==> src/hw/rtl/tqv_pkg.sv <==
// Shared widths, register indexes, state codes and helper functions of the tile quad vertex generator.
`default_nettype none

package tqv_pkg;

  // Field widths
  localparam int ID_W    = 16;   // tile id
  localparam int SIDE_W  = 11;   // layer width / height registers
  localparam int POS_W   = 10;   // column / row position
  localparam int PIX_W   = 9;    // tile size and atlas width
  localparam int XY_W    = 19;   // world coordinates
  localparam int UV_W    = 25;   // texture coordinates
  localparam int CFG_IDX_W  = 3;
  localparam int CFG_DATA_W = 16;

  // Limits
  localparam int MAX_LAYER_SIDE = 1024;
  localparam int MAX_PIX        = 256;

  // Serial units
  localparam int MUL_A_W     = ID_W;              // multiplicand width
  localparam int PROD_W      = MUL_A_W + PIX_W;   // product width
  localparam int DIV_CNT_W   = $clog2(ID_W + 1);
  localparam int MUL_CNT_W   = $clog2(PIX_W + 1);
  localparam int VTX_CNT_W   = 3;

  // Configuration register indexes
  localparam logic [CFG_IDX_W-1:0] REG_LAYER_WIDTH  = 3'd0;
  localparam logic [CFG_IDX_W-1:0] REG_LAYER_HEIGHT = 3'd1;
  localparam logic [CFG_IDX_W-1:0] REG_TILE_SIZE    = 3'd2;
  localparam logic [CFG_IDX_W-1:0] REG_ATLAS_WIDTH  = 3'd3;
  localparam logic [CFG_IDX_W-1:0] REG_FIRST_ID     = 3'd4;

  // Vertex index of the last corner of a quad
  localparam logic [VTX_CNT_W-1:0] LAST_VTX = 3'd5;

  // Top level sequencer states
  typedef enum logic [3:0] {
    ST_IDLE = 4'b0001,
    ST_DIV  = 4'b0010,
    ST_MUL  = 4'b0100,
    ST_EMIT = 4'b1000
  } tqv_state_t;

  // Divider result bundle
  typedef struct packed {
    logic             done;
    logic [ID_W-1:0]  quot;
    logic [PIX_W-1:0] rem;
  } tqv_div_res_t;

  // Multiplier result bundle
  typedef struct packed {
    logic              done;
    logic [PROD_W-1:0] prod;
  } tqv_mul_res_t;

  // Layer side clamped to 1..MAX_LAYER_SIDE
  function automatic logic [SIDE_W-1:0] eff_side(input logic [SIDE_W-1:0] v);
    logic [SIDE_W-1:0] r;
    if (v == '0) r = SIDE_W'(1);
    else if (v > SIDE_W'(MAX_LAYER_SIDE)) r = SIDE_W'(MAX_LAYER_SIDE);
    else r = v;
    return r;
  endfunction

  // Pixel / atlas count clamped to 1..MAX_PIX
  function automatic logic [PIX_W-1:0] eff_pix(input logic [PIX_W-1:0] v);
    logic [PIX_W-1:0] r;
    if (v == '0) r = PIX_W'(1);
    else if (v > PIX_W'(MAX_PIX)) r = PIX_W'(MAX_PIX);
    else r = v;
    return r;
  endfunction

  // Corner select for vertex k: bit 1 = right edge, bit 0 = bottom edge
  function automatic logic [1:0] corner_sel(input logic [VTX_CNT_W-1:0] k);
    logic [1:0] r;
    case (k)
      3'd1:    r = 2'b10;
      3'd2:    r = 2'b11;
      3'd4:    r = 2'b11;
      3'd5:    r = 2'b01;
      default: r = 2'b00;
    endcase
    return r;
  endfunction

endpackage

`default_nettype wire

==> src/hw/rtl/tqv_tile_if.sv <==
// Tile id input channel.
`default_nettype none

interface tqv_tile_if;
  import tqv_pkg::*;
  logic            valid;
  logic            ready;
  logic [ID_W-1:0] tile_id;

  modport source (output valid, output tile_id, input ready);
  modport sink   (input valid, input tile_id, output ready);
endinterface

`default_nettype wire

==> src/hw/rtl/tqv_vtx_if.sv <==
// Vertex output channel.
`default_nettype none

interface tqv_vtx_if;
  import tqv_pkg::*;
  logic            valid;
  logic            ready;
  logic [XY_W-1:0] vertex_x;
  logic [XY_W-1:0] vertex_y;
  logic [UV_W-1:0] tex_u;
  logic [UV_W-1:0] tex_v;
  logic            bad_tile;
  logic            last_vertex;

  modport source (output valid, output vertex_x, output vertex_y, output tex_u,
                  output tex_v, output bad_tile, output last_vertex, input ready);
  modport sink   (input valid, input vertex_x, input vertex_y, input tex_u,
                  input tex_v, input bad_tile, input last_vertex, output ready);
endinterface

`default_nettype wire

==> src/hw/rtl/tqv_cfg_if.sv <==
// Configuration write channel.
`default_nettype none

interface tqv_cfg_if;
  import tqv_pkg::*;
  logic                  valid;
  logic                  ready;
  logic [CFG_IDX_W-1:0]  index;
  logic [CFG_DATA_W-1:0] data;

  modport source (output valid, output index, output data, input ready);
  modport sink   (input valid, input index, input data, output ready);
endinterface

`default_nettype wire

==> src/hw/rtl/tqv_div.sv <==
// Bit-serial restoring divider: one quotient bit per cycle.
`default_nettype none

module tqv_div
  import tqv_pkg::*;
(
  input  wire logic             clk,
  input  wire logic             rst,
  input  wire logic             start,
  input  wire logic [ID_W-1:0]  dividend,
  input  wire logic [PIX_W-1:0] divisor,
  output tqv_div_res_t          res
);

  logic [ID_W-1:0]      quot;
  logic [PIX_W-1:0]     rem;
  logic [DIV_CNT_W-1:0] cnt;
  logic                 busy;
  logic                 done;

  logic [PIX_W:0]   trial;
  logic [PIX_W:0]   diff;
  logic             ge;
  logic [PIX_W-1:0] rem_next;

  // One restoring step: bring down the next dividend bit
  always_comb begin
    trial    = {rem, quot[ID_W-1]};
    ge       = trial >= {1'b0, divisor};
    diff     = trial - {1'b0, divisor};
    rem_next = ge ? diff[PIX_W-1:0] : trial[PIX_W-1:0];
  end

  // Control
  always_ff @(posedge clk) begin
    if (rst) begin
      busy <= 1'b0;
      done <= 1'b0;
      cnt  <= '0;
    end else if (start) begin
      busy <= 1'b1;
      done <= 1'b0;
      cnt  <= DIV_CNT_W'(ID_W);
    end else if (busy) begin
      cnt <= cnt - DIV_CNT_W'(1);
      if (cnt == DIV_CNT_W'(1)) begin
        busy <= 1'b0;
        done <= 1'b1;
      end
    end
  end

  // Datapath; quotient bits shift in where the dividend shifts out
  always_ff @(posedge clk) begin
    if (start) begin
      quot <= dividend;
      rem  <= '0;
    end else if (busy) begin
      quot <= {quot[ID_W-2:0], ge};
      rem  <= rem_next;
    end
  end

  assign res.done = done;
  assign res.quot = quot;
  assign res.rem  = rem;

endmodule

`default_nettype wire

==> src/hw/rtl/tqv_mul.sv <==
// Bit-serial shift-add multiplier: one multiplier bit per cycle, LSB first.
`default_nettype none

module tqv_mul
  import tqv_pkg::*;
(
  input  wire logic               clk,
  input  wire logic               rst,
  input  wire logic               start,
  input  wire logic [MUL_A_W-1:0] a,
  input  wire logic [PIX_W-1:0]   b,
  output tqv_mul_res_t            res
);

  logic [MUL_A_W-1:0]   a_q;
  logic [MUL_A_W-1:0]   hi;
  logic [PIX_W-1:0]     lo;
  logic [MUL_CNT_W-1:0] cnt;
  logic                 busy;
  logic                 done;
  logic [MUL_A_W:0]     sum;

  // Partial sum of the upper half and the selected multiplicand
  assign sum = {1'b0, hi} + (lo[0] ? {1'b0, a_q} : '0);

  // Control
  always_ff @(posedge clk) begin
    if (rst) begin
      busy <= 1'b0;
      done <= 1'b0;
      cnt  <= '0;
    end else if (start) begin
      busy <= 1'b1;
      done <= 1'b0;
      cnt  <= MUL_CNT_W'(PIX_W);
    end else if (busy) begin
      cnt <= cnt - MUL_CNT_W'(1);
      if (cnt == MUL_CNT_W'(1)) begin
        busy <= 1'b0;
        done <= 1'b1;
      end
    end
  end

  // Product register shifts right; multiplier bits leave at the bottom
  always_ff @(posedge clk) begin
    if (start) begin
      a_q <= a;
      hi  <= '0;
      lo  <= b;
    end else if (busy) begin
      {hi, lo} <= {sum, lo[PIX_W-1:1]};
    end
  end

  assign res.done = done;
  assign res.prod = {hi, lo};

endmodule

`default_nettype wire

==> src/hw/rtl/tile_quad_vertex_generator_unit.sv <==
// Top level: position tracking, serial atlas divide and scaling, vertex emission.
//
//   channel     | dir | handshake     | payload
//   ------------+-----+---------------+--------------------------------------------
//   tile_in     | in  | valid/ready   | tile_id
//   vertex_out  | out | valid/ready   | vertex_x, vertex_y, tex_u, tex_v, bad_tile,
//               |     |               | last_vertex
//   cfg         | in  | valid/ready   | index, data (always ready)
//
// An empty tile (id zero) is accepted and only advances the position. A non-empty tile
// is accepted, then runs through the serial divider (16 quotient bits plus a hand-off)
// and the serial multipliers (9 tile-size bits plus a hand-off), then emits 6 vertices.
// One tile is in flight at a time; tile_in is ready only when the sequencer is idle.
// Output stalls hold the current vertex. Synchronous reset returns the registers to
// their defaults and the position to the origin.
`default_nettype none

module tile_quad_vertex_generator_unit
  import tqv_pkg::*;
(
  input  wire logic   clk,
  input  wire logic   rst,
  tqv_tile_if.sink    tile_in,
  tqv_vtx_if.source   vertex_out,
  tqv_cfg_if.sink     cfg
);

  // Configuration registers
  logic [SIDE_W-1:0] layer_width;
  logic [SIDE_W-1:0] layer_height;
  logic [PIX_W-1:0]  tile_size;
  logic [PIX_W-1:0]  atlas_width;
  logic [ID_W-1:0]   first_id;

  // Position and per-tile work registers
  logic [POS_W-1:0]     col_pos;
  logic [POS_W-1:0]     row_pos;
  logic [POS_W-1:0]     col_w;
  logic [POS_W-1:0]     row_w;
  logic                 bad;
  logic [VTX_CNT_W-1:0] vtx;
  tqv_state_t           state;
  tqv_state_t           state_next;

  logic [SIDE_W-1:0] w_eff;
  logic [SIDE_W-1:0] h_eff;
  logic [PIX_W-1:0]  ts_eff;
  logic [PIX_W-1:0]  aw_eff;

  logic              accept;
  logic              id_zero;
  logic              id_bad;
  logic [ID_W-1:0]   offset;
  logic              div_start;
  logic              mul_start;
  logic              out_fire;
  logic [SIDE_W-1:0] col_inc;
  logic [SIDE_W-1:0] row_inc;

  tqv_div_res_t div_res;
  tqv_mul_res_t mul_u;
  tqv_mul_res_t mul_v;
  tqv_mul_res_t mul_x;
  tqv_mul_res_t mul_y;

  logic [1:0]      corner;
  logic [XY_W-1:0] x0;
  logic [XY_W-1:0] y0;
  logic [UV_W-1:0] u0;
  logic [UV_W-1:0] v0;

  // Clamped register values
  assign w_eff  = eff_side(layer_width);
  assign h_eff  = eff_side(layer_height);
  assign ts_eff = eff_pix(tile_size);
  assign aw_eff = eff_pix(atlas_width);

  // Configuration writes
  assign cfg.ready = 1'b1;

  always_ff @(posedge clk) begin
    if (rst) begin
      layer_width  <= SIDE_W'(1);
      layer_height <= SIDE_W'(1);
      tile_size    <= PIX_W'(16);
      atlas_width  <= PIX_W'(1);
      first_id     <= ID_W'(1);
    end else if (cfg.valid) begin
      case (cfg.index)
        REG_LAYER_WIDTH:  layer_width  <= cfg.data[SIDE_W-1:0];
        REG_LAYER_HEIGHT: layer_height <= cfg.data[SIDE_W-1:0];
        REG_TILE_SIZE:    tile_size    <= cfg.data[PIX_W-1:0];
        REG_ATLAS_WIDTH:  atlas_width  <= cfg.data[PIX_W-1:0];
        REG_FIRST_ID:     first_id     <= cfg.data[ID_W-1:0];
        default: ;
      endcase
    end
  end

  // Input acceptance
  assign tile_in.ready = (state == ST_IDLE);
  assign accept        = tile_in.valid && tile_in.ready;
  assign id_zero       = (tile_in.tile_id == '0);
  assign id_bad        = (tile_in.tile_id < first_id);
  assign offset        = id_bad ? '0 : (tile_in.tile_id - first_id);
  assign div_start     = accept && !id_zero;
  assign mul_start     = (state == ST_DIV) && div_res.done;
  assign out_fire      = vertex_out.valid && vertex_out.ready;

  // Row-major position advance with wrap
  assign col_inc = {1'b0, col_pos} + SIDE_W'(1);
  assign row_inc = {1'b0, row_pos} + SIDE_W'(1);

  always_ff @(posedge clk) begin
    if (rst) begin
      col_pos <= '0;
      row_pos <= '0;
    end else if (accept) begin
      if (col_inc >= w_eff) begin
        col_pos <= '0;
        row_pos <= (row_inc >= h_eff) ? '0 : row_inc[POS_W-1:0];
      end else begin
        col_pos <= col_inc[POS_W-1:0];
      end
    end
  end

  // Snapshot of the tile being worked on
  always_ff @(posedge clk) begin
    if (accept) begin
      col_w <= col_pos;
      row_w <= row_pos;
      bad   <= id_bad;
    end
  end

  // Sequencer
  always_comb begin
    state_next = state;
    unique case (state)
      ST_IDLE: if (div_start) state_next = ST_DIV;
      ST_DIV:  if (div_res.done) state_next = ST_MUL;
      ST_MUL:  if (mul_u.done) state_next = ST_EMIT;
      ST_EMIT: if (out_fire && vtx == LAST_VTX) state_next = ST_IDLE;
      default: state_next = ST_IDLE;
    endcase
  end

  always_ff @(posedge clk) begin
    if (rst) begin
      state <= ST_IDLE;
      vtx   <= '0;
    end else begin
      state <= state_next;
      if (mul_start) vtx <= '0;
      else if (out_fire) vtx <= vtx + VTX_CNT_W'(1);
    end
  end

  // Atlas column and row of the tile
  tqv_div u_div (
    .clk      (clk),
    .rst      (rst),
    .start    (div_start),
    .dividend (offset),
    .divisor  (aw_eff),
    .res      (div_res)
  );

  // Scale atlas and layer positions by the tile size
  tqv_mul u_mul_u (
    .clk (clk), .rst (rst), .start (mul_start),
    .a   (MUL_A_W'(div_res.rem)), .b (ts_eff), .res (mul_u)
  );

  tqv_mul u_mul_v (
    .clk (clk), .rst (rst), .start (mul_start),
    .a   (div_res.quot), .b (ts_eff), .res (mul_v)
  );

  tqv_mul u_mul_x (
    .clk (clk), .rst (rst), .start (mul_start),
    .a   (MUL_A_W'(col_w)), .b (ts_eff), .res (mul_x)
  );

  tqv_mul u_mul_y (
    .clk (clk), .rst (rst), .start (mul_start),
    .a   (MUL_A_W'(row_w)), .b (ts_eff), .res (mul_y)
  );

  // Corner selection for the current vertex
  assign corner = corner_sel(vtx);
  assign x0     = mul_x.prod[XY_W-1:0];
  assign y0     = mul_y.prod[XY_W-1:0];
  assign u0     = mul_u.prod[UV_W-1:0];
  assign v0     = mul_v.prod[UV_W-1:0];

  assign vertex_out.valid       = (state == ST_EMIT);
  assign vertex_out.vertex_x    = corner[1] ? x0 + XY_W'(ts_eff) : x0;
  assign vertex_out.vertex_y    = corner[0] ? y0 + XY_W'(ts_eff) : y0;
  assign vertex_out.tex_u       = bad ? '0 : (corner[1] ? u0 + UV_W'(ts_eff) : u0);
  assign vertex_out.tex_v       = bad ? '0 : (corner[0] ? v0 + UV_W'(ts_eff) : v0);
  assign vertex_out.bad_tile    = bad;
  assign vertex_out.last_vertex = (vtx == LAST_VTX);

  // Checks
  a_no_overlap: assert property (@(posedge clk) disable iff (rst)
    tile_in.ready |-> !vertex_out.valid)
    else $error("input ready while a vertex is pending");

  a_last_ends: assert property (@(posedge clk) disable iff (rst)
    vertex_out.valid && vertex_out.ready && vertex_out.last_vertex |=> !vertex_out.valid)
    else $error("vertex output continued after the last vertex");

  a_bad_tex: assert property (@(posedge clk) disable iff (rst)
    vertex_out.valid && vertex_out.bad_tile |-> vertex_out.tex_u == '0 && vertex_out.tex_v == '0)
    else $error("flagged tile with nonzero texture coordinates");

  a_empty_silent: assert property (@(posedge clk) disable iff (rst)
    tile_in.valid && tile_in.ready && tile_in.tile_id == '0 |=> !vertex_out.valid && tile_in.ready)
    else $error("empty tile started work");

endmodule

`default_nettype wire

==> src/flat_wrapper.sv <==
// flat-port wrapper written by rule: the top's interface ports become plain ports
module tile_quad_vertex_generator_unit_flat import tqv_pkg::*;
  (clk, rst, tile_in_valid, tile_in_tile_id, tile_in_ready, vertex_out_valid, vertex_out_vertex_x, vertex_out_vertex_y, vertex_out_tex_u, vertex_out_tex_v, vertex_out_bad_tile, vertex_out_last_vertex, vertex_out_ready, cfg_valid, cfg_index, cfg_data, cfg_ready);
  tqv_tile_if tile_in_i ();
  tqv_vtx_if vertex_out_i ();
  tqv_cfg_if cfg_i ();
  input  wire logic clk;
  input  wire logic rst;
  input wire logic [$bits(tile_in_i.valid)-1:0] tile_in_valid;
  input wire logic [$bits(tile_in_i.tile_id)-1:0] tile_in_tile_id;
  output wire logic [$bits(tile_in_i.ready)-1:0] tile_in_ready;
  output wire logic [$bits(vertex_out_i.valid)-1:0] vertex_out_valid;
  output wire logic [$bits(vertex_out_i.vertex_x)-1:0] vertex_out_vertex_x;
  output wire logic [$bits(vertex_out_i.vertex_y)-1:0] vertex_out_vertex_y;
  output wire logic [$bits(vertex_out_i.tex_u)-1:0] vertex_out_tex_u;
  output wire logic [$bits(vertex_out_i.tex_v)-1:0] vertex_out_tex_v;
  output wire logic [$bits(vertex_out_i.bad_tile)-1:0] vertex_out_bad_tile;
  output wire logic [$bits(vertex_out_i.last_vertex)-1:0] vertex_out_last_vertex;
  input wire logic [$bits(vertex_out_i.ready)-1:0] vertex_out_ready;
  input wire logic [$bits(cfg_i.valid)-1:0] cfg_valid;
  input wire logic [$bits(cfg_i.index)-1:0] cfg_index;
  input wire logic [$bits(cfg_i.data)-1:0] cfg_data;
  output wire logic [$bits(cfg_i.ready)-1:0] cfg_ready;
  assign tile_in_i.valid = tile_in_valid;
  assign tile_in_i.tile_id = tile_in_tile_id;
  assign tile_in_ready = tile_in_i.ready;
  assign vertex_out_valid = vertex_out_i.valid;
  assign vertex_out_vertex_x = vertex_out_i.vertex_x;
  assign vertex_out_vertex_y = vertex_out_i.vertex_y;
  assign vertex_out_tex_u = vertex_out_i.tex_u;
  assign vertex_out_tex_v = vertex_out_i.tex_v;
  assign vertex_out_bad_tile = vertex_out_i.bad_tile;
  assign vertex_out_last_vertex = vertex_out_i.last_vertex;
  assign vertex_out_i.ready = vertex_out_ready;
  assign cfg_i.valid = cfg_valid;
  assign cfg_i.index = cfg_index;
  assign cfg_i.data = cfg_data;
  assign cfg_ready = cfg_i.ready;
  tile_quad_vertex_generator_unit u_core (.clk(clk), .rst(rst), .tile_in(tile_in_i), .vertex_out(vertex_out_i), .cfg(cfg_i));
endmodule
==> config.mk <==
export PLATFORM = sky130hd
export DESIGN_NAME = tile_quad_vertex_generator_unit_flat
export DESIGN_NICKNAME = d
export VERILOG_FILES = /design/src/hw/rtl/tqv_pkg.sv /design/src/hw/rtl/tqv_tile_if.sv /design/src/hw/rtl/tqv_vtx_if.sv /design/src/hw/rtl/tqv_cfg_if.sv /design/src/hw/rtl/tqv_div.sv /design/src/hw/rtl/tqv_mul.sv /design/src/hw/rtl/tile_quad_vertex_generator_unit.sv /design/src/flat_wrapper.sv
export SDC_FILE = /design/constraint.sdc
export NUM_CORES = 1
export LEC_CHECK = 0
export BUFFER_PORTS_ARGS = -buffer_cell sky130_fd_sc_hd__clkbuf_2
export CORE_MARGIN = 10
export CORE_UTILIZATION = 60
export CTS_BUF_LIST = sky130_fd_sc_hd__clkbuf_4
export CTS_CLUSTER_DIAMETER = 30
export DETAILED_ROUTE_END_ITERATION = 6
export PLACE_DENSITY = 0.79
export SKIP_CTS_REPAIR_TIMING = 1
export SYNTH_ARGS = -nofsm -noshare
export SYNTH_HDL_FRONTEND = slang
export SYNTH_SLANG_ARGS = --single-unit
==> constraint.sdc <==
create_clock -name clk -period 5.45 [get_ports clk]
set_input_delay 0.545 -clock clk [delete_from_list [all_inputs] [get_ports clk]]
set_output_delay 0.545 -clock clk [all_outputs]
set_load 0.02 [all_outputs]
==> flow_metrics.py, run 1 <==
metrics = {
    "outcome": {
        "status": "finished clean",
    },
    "sta": {
        "finalMaxSlewViolations": 0,
        "fin_crit_ps": 5090,
        "hold_viol_final": 0,
        "finalClockSkew_ps": 58.6,
        "timing.final.crit_share_pct": 93.4,
        "achievable-frequency_ghz": 0.196,
        "relSlewSlack_pct": 19.7,
        "tns_ps": 0,
        "worst_slew_pin_slew_ps": 1200,
        "finalSetupViolCount": 0,
        "rsz0062_at_grt": "false",
    },
    "min_path": {
        "hold_path_depth": 3,
        "hold_class": "in -> reg",
        "holdCritStartpoint": "cfg_data[11]",
        "min_to": "u_core.first_id[11]",
    },
    "yosys": {
        "ys.warnings.count": 0,
        "synthesis.nets": 2319,
        "synth_seq_area_share_pct": 38.9,
        "synth_top_cell_by_area": "sky130_fd_sc_hd__dfxtp_1",
        "ys_seq_elements": 302,
        "synthesis.area_um2": 18600,
        "postSynthAreaPerCell_um2": 8.74,
        "synth_enable_flop_cells": 118,
        "postSynth.topFlopCell": "sky130_fd_sc_hd__dfxtp_1",
        "synth_common_cells": "320 x sky130_fd_sc_hd__nand2_1, 184 x sky130_fd_sc_hd__dfxtp_1, 184 x sky130_fd_sc_hd__nor2_1, 181 x sky130_fd_sc_hd__a21oi_1, 144 x sky130_fd_sc_hd__ha_1",
        "yosysMostFrequentCell": "sky130_fd_sc_hd__nand2_1",
        "netlist-cell-type-count": 82,
        "synth_cells": 2125,
        "netlist.area_leader.share_pct": 19.8,
        "async_reset_ff_share_pct": 0,
        "synth_top_cells_by_area": "sky130_fd_sc_hd__dfxtp_1 20%, sky130_fd_sc_hd__edfxtp_1 19%, sky130_fd_sc_hd__ha_1 9.7%",
    },
    "power": {
        "max-vdd-ir-drop_mv": 0.189,
        "overall_power_of_the_completed_layout_mw": 6.00,
        "p_leak_nw": 8.54,
        "power-per-cell-area_nw_per_um2": 290,
    },
    "routing": {
        "wl_per_cell_um": 17.3,
        "route.antenna.remaining_nets": 0,
        "routed_wirelength_mm": 47.5,
        "route.detailed.drc": 0,
        "drt_pass1_iterations": 6,
        "num_vias": 16000,
        "detailed_route_iter0_violations": 1273,
        "vias_per_cell": 5.82,
    },
    "setup_path": {
        "arrival_ps": 4550,
        "regToRegEndpoint": "u_core.u_mul_v.hi[15]",
        "maximum_net_fanout_on_the_critical_path": 7,
        "critical_path.cell_chain": "nor4_1 > a21oi_1 > nor2_1 > ha_1 > inv_1 > fa_1 > nor2b_1 > o21a_1 > o21a_1 > o211ai_1 > a21oi_1 > o21bai_1 > or3_1 > a21oi_1 > clkbuf_2",
        "cp_slowest_stage_delay_ps": 370,
        "worstSetupStartpointType": "flip-flop",
        "critical_path.most_common_cell": "sky130_fd_sc_hd__a21oi_1",
        "worstPathRequired_ps": 4910,
        "reg2reg_setup_slack_ps": 1820,
        "critical_path_class": "reg -> out",
        "r2r.worst_path.cells": 12,
        "worstReg2RegStart": "u_core.u_mul_v.lo[0]",
        "worstSetupEndpointType": "primary output",
        "critPathSlowestCell": "sky130_fd_sc_hd__dfxtp_1",
    },
    "placement": {
        "placement.io_buffers": 131,
        "dp_hpwl_mm": 35.1,
        "place.gp.congestion": 0.956,
    },
    "cts": {
        "cts_tree": "done",
        "clock_path_buffers": 3,
        "clk_latency_ps": 750,
        "clock-sinks": 302,
        "cts-buffers-inserted": 89,
        "ctsHtreeMaxLevel": 3,
        "cts-root-buf": "sky130_fd_sc_hd__clkbuf_4",
        "clkSlewWorstSetupHoldPaths_ps": 70,
    },
    "floorplan": {
        "dieWidth_um": 196,
        "initial_core_util_pct": 60.7,
        "die_h_um": 196,
        "row_count": 64,
        "boundaryPins": 133,
        "core_region_area_um2": 30600,
        "die_footprint_um2": 38400,
    },
    "global_routing": {
        "grt_util_all_layers_pct": 23.8,
        "grt_first_pass_wirelength_mm": 76.5,
        "number_of_antenna_violations_at_the_first_check_in_global_routing": 1,
        "first_global_vias": 15300,
        "grt_overflow": 0,
        "grt_max_degree": 55,
    },
    "finish": {
        "fraction_of_layout_cells_with_a_size_suffix_above_1_pct": 13.3,
        "areaGrowthSynthToFinish_pct": 11.4,
        "final.fill_count": 2508,
        "nets": 2466,
    },
    "run": {
        "max_cap_viols": 0,
    },
}
final cells by class:
type                    instances  area [µm²]  area share [%]
repair buffers                146         768            3.71
flip-flops and latches        302        7230            34.9
well taps                     396         495            2.40
multi-input cells            1636       10600            51.4
clock buffers                 120         901            4.36
diodes                          1        2.50          0.0121
clock inverters                45         295            1.43
inverters                      97         365            1.77
per-stage QoR:
| step | instances | util (%) | area, µm² | setup slack, ps | hold slack (ps) |
|---|---|---|---|---|---|
| after CTS | 2742 | 67.6 | 20700 | 362 | -27.2 |
| after global placement | 2577 | 63.7 | 19500 | 1210 | 406 |
| after floorplan | 2125 | - | 18600 | 1760 | 400 |
| after detailed placement | 2577 | 63.7 | 19500 | 1180 | 407 |
| final | 2743 | 67.6 | 20700 | 358 | 26.9 |
| after global routing | 2743 | 67.6 | 20700 | 72.8 | 7.39 |
worst max-delay path, delay by kind of cell (launching register included):
family / cells / cell delay [ps]
AO/OA/AOI/OAI: 7 / 1430
adder cells (fa/ha/maj): 2 / 610
buffers and inverters: 2 / 280
flip-flops: 1 / 370
AND/OR/NAND/NOR: 4 / 1150
cell usage in the layout, fill, tap and decap left out, types with 47 or more instances in the layout:
cell,Yosys,routed
sky130_fd_sc_hd__a21oi_1,181,181
sky130_fd_sc_hd__and2_1,47,47
sky130_fd_sc_hd__clkbuf_2,0,131
sky130_fd_sc_hd__clkbuf_4,0,120
sky130_fd_sc_hd__dfxtp_1,184,184
sky130_fd_sc_hd__edfxtp_1,118,118
sky130_fd_sc_hd__ha_1,144,144
sky130_fd_sc_hd__inv_1,93,93
sky130_fd_sc_hd__nand2_1,320,320
sky130_fd_sc_hd__nor2_1,184,184
sky130_fd_sc_hd__o21ai_0,88,87
sky130_fd_sc_hd__xnor2_1,89,89
sky130_fd_sc_hd__xor2_1,67,67
per-layer routing:
layer / share of wire, % / wire [µm] / global-route usage (%)
met1: 45 / 21300 / 31.4
met2: 46 / 21800 / 38.0
met3: 7.3 / 3480 / 4.91
met4: 2.0 / 943 / 8.26
met5: 0 / 0 / 0
where the power goes:
| part | switching (mW) | total, mW | internal [mW] |
|---|---|---|---|
| clock | 1.04 | 2.23 | 1.19 |
| sequential | 0.157 | 2.68 | 2.52 |
| combinational | 0.624 | 1.09 | 0.466 |
| total | 1.82 | 6.00 | 4.18 |
sequential cells by signal, indices dropped and copies added (netlist names), 16 cells and up:
name	count
u_core.u_div.quot	16
u_core.u_mul_v.a_q	16
u_core.u_mul_v.hi	16
u_core.u_mul_x.hi	16
u_core.u_mul_y.hi	16
u_core.u_mul_u.hi	16
u_core.first_id	16
worst max-delay path by stage:
| stage | endpoint | slack [ps] | from |
|---|---|---|---|
| final | vertex_out_tex_u[16] | 360 | u_core.tile_size[4] |
| after detailed placement | vertex_out_tex_u[16] | 1180 | u_core.tile_size[4] |
| after global routing | vertex_out_tex_u[16] | 70 | u_core.tile_size[6] |
| after CTS | vertex_out_vertex_x[15] | 360 | u_core.tile_size[8] |
| after global placement | vertex_out_tex_u[16] | 1210 | u_core.tile_size[4] |
| after floorplan | vertex_out_tex_u[14] | 1760 | u_core.tile_size[4] |
cells by family (layout without fill, tap and decap cells):
group | count (synthesis) | in the layout | synth area share, %
AO/OA/AOI/OAI | 502 | 502 | 17.5
XOR/XNOR | 156 | 156 | 7.36
adder cells (fa/ha/maj) | 154 | 154 | 10.8
buffers and inverters | 187 | 408 | 3.86
flip-flops | 302 | 302 | 38.9
multiplexers | 37 | 37 | 2.01
other | 1 | 2 | 0.0202
AND/OR/NAND/NOR | 786 | 786 | 19.6
(Power assumes the default switching activity.)
==> run 2: changes to the inputs <==
--- a/config.mk
+++ b/config.mk
@@ -11,7 +11,8 @@
 export CTS_BUF_LIST = sky130_fd_sc_hd__clkbuf_4
 export CTS_CLUSTER_DIAMETER = 30
 export DETAILED_ROUTE_END_ITERATION = 6
-export PLACE_DENSITY = 0.79
+export MAX_ROUTING_LAYER = met4
+export PLACE_DENSITY = 0.77
 export SKIP_CTS_REPAIR_TIMING = 1
 export SYNTH_ARGS = -nofsm -noshare
 export SYNTH_HDL_FRONTEND = slang
==> flow_metrics.py, run 2 (synthesis results as in run 1) <==
metrics = {
    "cts": {
        "cts_tree": "done",
        "cts-root-buf": "sky130_fd_sc_hd__clkbuf_4",
        "clk_latency_ps": 710,
        "cts-buffers-inserted": 84,
        "ctsHtreeMaxLevel": 3,
        "clock-sinks": 302,
        "clock_path_buffers": 3,
        "clkSlewWorstSetupHoldPaths_ps": 60,
    },
    "finish": {
        "fraction_of_layout_cells_with_a_size_suffix_above_1_pct": 13.3,
        "multiInputGateArea_um2": 10600,
        "top_library_cells_by_usage_in_the_layout_fill_and_taps_aside": "320 x sky130_fd_sc_hd__nand2_1, 184 x sky130_fd_sc_hd__nor2_1, 184 x sky130_fd_sc_hd__dfxtp_1",
        "areaGrowthSynthToFinish_pct": 10.7,
        "final.fill_count": 2529,
        "seq_area_um2": 7230,
        "layout.cells.most_common": "sky130_fd_sc_hd__nand2_1",
        "postLayoutCellArea_um2": 20600,
        "core_occupancy_in_the_finished_layout_pct": 67.2,
        "nets": 2460,
    },
    "sta": {
        "finalClockSkew_ps": 60.1,
        "hold_viol_final": 0,
        "finalMaxSlewViolations": 0,
        "smallest_hold_slack_ps": 97.9,
        "worst_slew_pin_slew_ps": 1050,
        "achievable-frequency_ghz": 0.198,
        "fin_crit_ps": 5050,
        "finalWorstSetupSlack_ps": 395,
        "timing.final.crit_share_pct": 92.7,
        "tns_ps": 0,
        "finalSetupViolCount": 0,
        "relSlewSlack_pct": 29.6,
        "rsz0062_at_grt": "false",
    },
    "floorplan": {
        "row_count": 64,
        "dieWidth_um": 196,
        "initial_core_util_pct": 60.7,
        "boundaryPins": 133,
        "core_region_area_um2": 30600,
        "die_footprint_um2": 38400,
        "die_h_um": 196,
    },
    "setup_path": {
        "worstPathRequired_ps": 4910,
        "worstSetupStartpointType": "flip-flop",
        "critical_path_class": "reg -> out",
        "arrival_ps": 4510,
        "worstSetupEndpointType": "primary output",
        "reg2reg_setup_slack_ps": 1920,
        "maximum_net_fanout_on_the_critical_path": 7,
        "r2r.worst_path.cells": 12,
    },
    "placement": {
        "dpl_cell_area_um2": 19500,
        "placement.io_buffers": 131,
        "dp_hpwl_mm": 34.5,
        "place_worst_setup_slack_ps": 1130,
        "place.gp.congestion": 0.947,
    },
    "routing": {
        "topRoutingLayerUsed": "met4",
        "detailed_route_iter0_violations": 1072,
        "wl_met3_mm": 3.01,
        "route.antenna.remaining_nets": 0,
        "num_vias": 15800,
        "dr_wl_met2_mm": 20.9,
        "met1Wirelength_mm": 21.4,
        "route.detailed.drc": 0,
        "vias_per_cell": 5.79,
        "routed_wirelength_mm": 46.2,
        "wl_per_cell_um": 16.9,
        "drt_pass1_iterations": 5,
    },
    "outcome": {
        "status": "finished clean",
    },
    "power": {
        "p_leak_nw": 8.49,
        "power-per-cell-area_nw_per_um2": 283,
        "max-vdd-ir-drop_mv": 0.191,
    },
    "global_routing": {
        "first_global_vias": 15000,
        "grt_util_all_layers_pct": 23.9,
        "grt_max_degree": 67,
        "grt_first_pass_wirelength_mm": 74.7,
        "grt_overflow": 0,
        "number_of_antenna_violations_at_the_first_check_in_global_routing": 1,
    },
    "min_path": {
        "hold_class": "in -> reg",
        "hold_path_depth": 3,
    },
    "run": {
        "max_cap_viols": 0,
    },
}
[run 2: cell count changes in the layout (fill, tap and decap cells not counted)]
cell / change
sky130_fd_sc_hd__clkinv_1: -13
sky130_fd_sc_hd__inv_6: -3
sky130_fd_sc_hd__clkinvlp_4: -1
sky130_fd_sc_hd__bufinv_16: -2
sky130_fd_sc_hd__clkinv_8: -1
sky130_fd_sc_hd__inv_2: +2
sky130_fd_sc_hd__clkbuf_4: +4
sky130_fd_sc_hd__buf_4: -1
[run 2: metrics by stage]
stage | instances | power (mW)
after floorplan | 2125 | 3.51
after global placement | 2576 | 3.76
after detailed placement | 2576 | 3.80
after CTS | 2727 | 5.85
after global routing | 2728 | 6.13
final | 2728 | 5.81
[run 2: report_power, final]
part	switching [mW]	leakage [nW]	internal, mW	total, mW
combinational	0.623	5.24	0.464	1.09
clock	0.951	0.653	1.09	2.04
sequential	0.156	2.60	2.52	2.68
[run 2: final timing paths]
| kind | from | end |
|---|---|---|
| min reg2reg | u_core.row_w[9] | u_core.u_mul_y.a_q[9] |
| min | cfg_data[15] | u_core.first_id[15] |
| max | u_core.tile_size[4] | vertex_out_tex_u[14] |
| max reg2reg | u_core.u_mul_v.lo[0] | u_core.u_mul_v.hi[15] |
[run 2: layout make-up]
type	count	share of cell area (%)
Antenna cell	1	0.0122
Clock buffer	124	4.53
Clock inverter	27	0.700
Inverter	97	1.78
Multi-Input combinational cell	1636	51.7
Sequential cell	302	35.2
Tap cell	396	2.41
Timing Repair Buffer	145	3.70
[run 2: worst max-delay path, stage by stage (launching register included)]
cell and delay, ps:
sky130_fd_sc_hd__dfxtp_1 370, sky130_fd_sc_hd__nor4_1 330, sky130_fd_sc_hd__a21oi_1 150, sky130_fd_sc_hd__nor2_1 310
sky130_fd_sc_hd__ha_1 240, sky130_fd_sc_hd__inv_1 60, sky130_fd_sc_hd__fa_1 370, sky130_fd_sc_hd__nor2b_1 160
sky130_fd_sc_hd__o21a_1 150, sky130_fd_sc_hd__o21a_1 160, sky130_fd_sc_hd__o211ai_1 130, sky130_fd_sc_hd__a21oi_1 400
sky130_fd_sc_hd__o21bai_1 250, sky130_fd_sc_hd__or3_1 350, sky130_fd_sc_hd__a21oi_1 170, sky130_fd_sc_hd__clkbuf_2 200
[run 2: routing by layer]
metal	global-route usage [%]	vias to the layer above
li1	-	7831
met4	7.41	0
met5	-	-
met2	36.4	481
met3	4.60	72
met1	31.5	7399
==> run 3: changes to the inputs <==
==> constraint.sdc (replaced) <==
create_clock -name clk -period 5 [get_ports clk]
set_input_delay 0.5 -clock clk [delete_from_list [all_inputs] [get_ports clk]]
set_output_delay 0.5 -clock clk [all_outputs]
set_load 0.02 [all_outputs]
==> flow_metrics.py, run 3 (synthesis results as in run 1) <==
metrics = {
    "setup_path": {
        "critical_path_cell_count": 15,
        "critical_path_class": "reg -> out",
        "maximum_net_fanout_on_the_critical_path": 9,
        "cp_slowest_stage_delay_ps": 460,
        "r2r.worst_path.cells": 15,
        "setup.worst_path.end": "vertex_out_tex_v[18]",
        "critical_path.cell_chain": "nor4_4 > a21oi_1 > nor2_2 > ha_1 > inv_1 > fa_1 > nor2b_1 > o21a_1 > o21ai_0 > a21oi_1 > o21ai_2 > a2111o_1 > xnor2_1 > nor2b_1 > clkbuf_2",
        "reg2reg_setup_slack_ps": 1550,
        "critical_path.top_delay_family": "compound AO/OA/AOI/OAI gates",
        "worstReg2RegStart": "u_core.atlas_width[5]",
        "critPathSlowestCell": "sky130_fd_sc_hd__a2111o_1",
        "worst_setup_sp": "u_core.tile_size[4]",
        "worstPathBufferInverterCount": 2,
        "arrival_ps": 4230,
        "worstSetupEndpointType": "primary output",
        "regToRegEndpoint": "u_core.u_div.rem[2]",
        "worstPathRequired_ps": 4500,
        "worstSetupStartpointType": "flip-flop",
    },
    "floorplan": {
        "die_h_um": 196,
        "row_count": 64,
        "dieWidth_um": 196,
        "die_footprint_um2": 38400,
        "core_region_area_um2": 30600,
        "boundaryPins": 133,
        "initial_core_util_pct": 60.7,
    },
    "routing": {
        "route.detailed.drc": 0,
        "route.antenna.remaining_nets": 0,
        "vias_per_cell": 5.78,
        "routed_wirelength_mm": 47.2,
        "drt_pass1_iterations": 5,
        "wl_per_cell_um": 17.1,
        "detailed_route_iter0_violations": 991,
        "num_vias": 15900,
    },
    "power": {
        "p_leak_nw": 8.68,
        "power-per-cell-area_nw_per_um2": 331,
        "max-vdd-ir-drop_mv": 0.321,
        "overall_power_of_the_completed_layout_mw": 6.95,
    },
    "run": {
        "max_cap_viols": 0,
    },
    "placement": {
        "place.gp.congestion": 0.930,
        "placement.io_buffers": 131,
        "place_worst_setup_slack_ps": 687,
        "dpl_cell_area_um2": 19500,
        "dp_hpwl_mm": 35.1,
    },
    "min_path": {
        "hold_class": "in -> reg",
        "hold_path_depth": 3,
    },
    "sta": {
        "worst_slew_pin_slew_ps": 1230,
        "finalClockSkew_ps": 63.6,
        "finalSetupViolCount": 0,
        "achievable-frequency_ghz": 0.212,
        "fin_crit_ps": 4730,
        "finalWorstSetupSlack_ps": 272,
        "relSlewSlack_pct": 17.6,
        "finalMaxSlewViolations": 0,
        "hold_viol_final": 0,
        "timing.final.crit_share_pct": 94.6,
    },
    "cts": {
        "ctsHtreeMaxLevel": 3,
        "cts-root-buf": "sky130_fd_sc_hd__clkbuf_4",
        "cts_tree": "done",
        "clock-sinks": 302,
        "clkSlewWorstSetupHoldPaths_ps": 70,
        "clock_path_buffers": 3,
        "cts-buffers-inserted": 88,
        "clk_latency_ps": 760,
    },
    "finish": {
        "layout.cells.most_common": "sky130_fd_sc_hd__nand2_1",
        "postLayoutCellArea_um2": 21000,
        "top_library_cells_by_usage_in_the_layout_fill_and_taps_aside": "320 x sky130_fd_sc_hd__nand2_1, 184 x sky130_fd_sc_hd__dfxtp_1, 183 x sky130_fd_sc_hd__nor2_1",
        "areaGrowthSynthToFinish_pct": 13.0,
        "core_occupancy_in_the_finished_layout_pct": 68.6,
        "fraction_of_layout_cells_with_a_size_suffix_above_1_pct": 14.1,
        "nets": 2474,
    },
    "global_routing": {
        "grt_util_all_layers_pct": 24.4,
        "grt_first_pass_wirelength_mm": 76.8,
        "number_of_antenna_violations_at_the_first_check_in_global_routing": 1,
        "grt_overflow": 0,
        "grt_max_degree": 58,
        "first_global_vias": 15400,
    },
    "outcome": {
        "status": "finished clean",
    },
}
-- run 3: final cells by class --
| cell class | count | area (µm²) |
|---|---|---|
| fillers | 2477 | 9610 |
| flip-flops and latches | 302 | 7230 |
| multi-input cells | 1636 | 10700 |
| well taps | 396 | 495 |
| clock buffers | 126 | 946 |
| inverters | 97 | 365 |
| repair buffers | 155 | 848 |
| diodes | 1 | 2.50 |
| clock inverters | 38 | 435 |
-- run 3: routing by layer --
metal	vias to the layer above	routed length [µm]	track usage [%]
met5	-	0	-
met4	0	880	6.73
met3	68	3010	5.35
met2	447	21800	38.0
met1	7533	21400	31.5
li1	7865	-	-
-- run 3: report_power, final --
part / internal, mW / leakage [nW] / switching (mW)
registers: 2.75 / 2.60 / 0.171
clock network: 1.70 / 0.791 / 1.13
logic: 0.512 / 5.29 / 0.686
total: 4.96 / 8.68 / 1.99
-- run 3: worst min-delay path by stage --
stage                    start                    end  slack [ps]
2_1_floorplan  u_core.col_w[0]  u_core.u_mul_x.a_q[0]         400
3_3_place_gp   u_core.col_w[1]  u_core.u_mul_x.a_q[1]         410
3_5_place_dp   u_core.col_w[4]  u_core.u_mul_x.a_q[4]         400
4_1_cts           cfg_data[11]    u_core.first_id[11]         -40
5_1_grt            cfg_data[1]  u_core.layer_width[1]          30
6_report           cfg_data[3]  u_core.atlas_width[3]          60
-- run 3: through the flow --
| stage | hold slack [ps] | cells | setup TNS (ps) |
|---|---|---|---|
| 4_1_cts | -39.5 | 2742 | -360 |
| 2_1_floorplan | 400 | 2125 | 0 |
| 6_report | 58.0 | 2751 | 0 |
| 3_3_place_gp | 406 | 2578 | 0 |
| 5_1_grt | 30.7 | 2751 | -57.2 |
| 3_5_place_dp | 405 | 2578 | 0 |
-- run 3: tightest hold or removal path, stage by stage --
cell	delay, ps
sky130_fd_sc_hd__clkbuf_2	130
sky130_fd_sc_hd__nand2_1	70
sky130_fd_sc_hd__a21oi_1	50
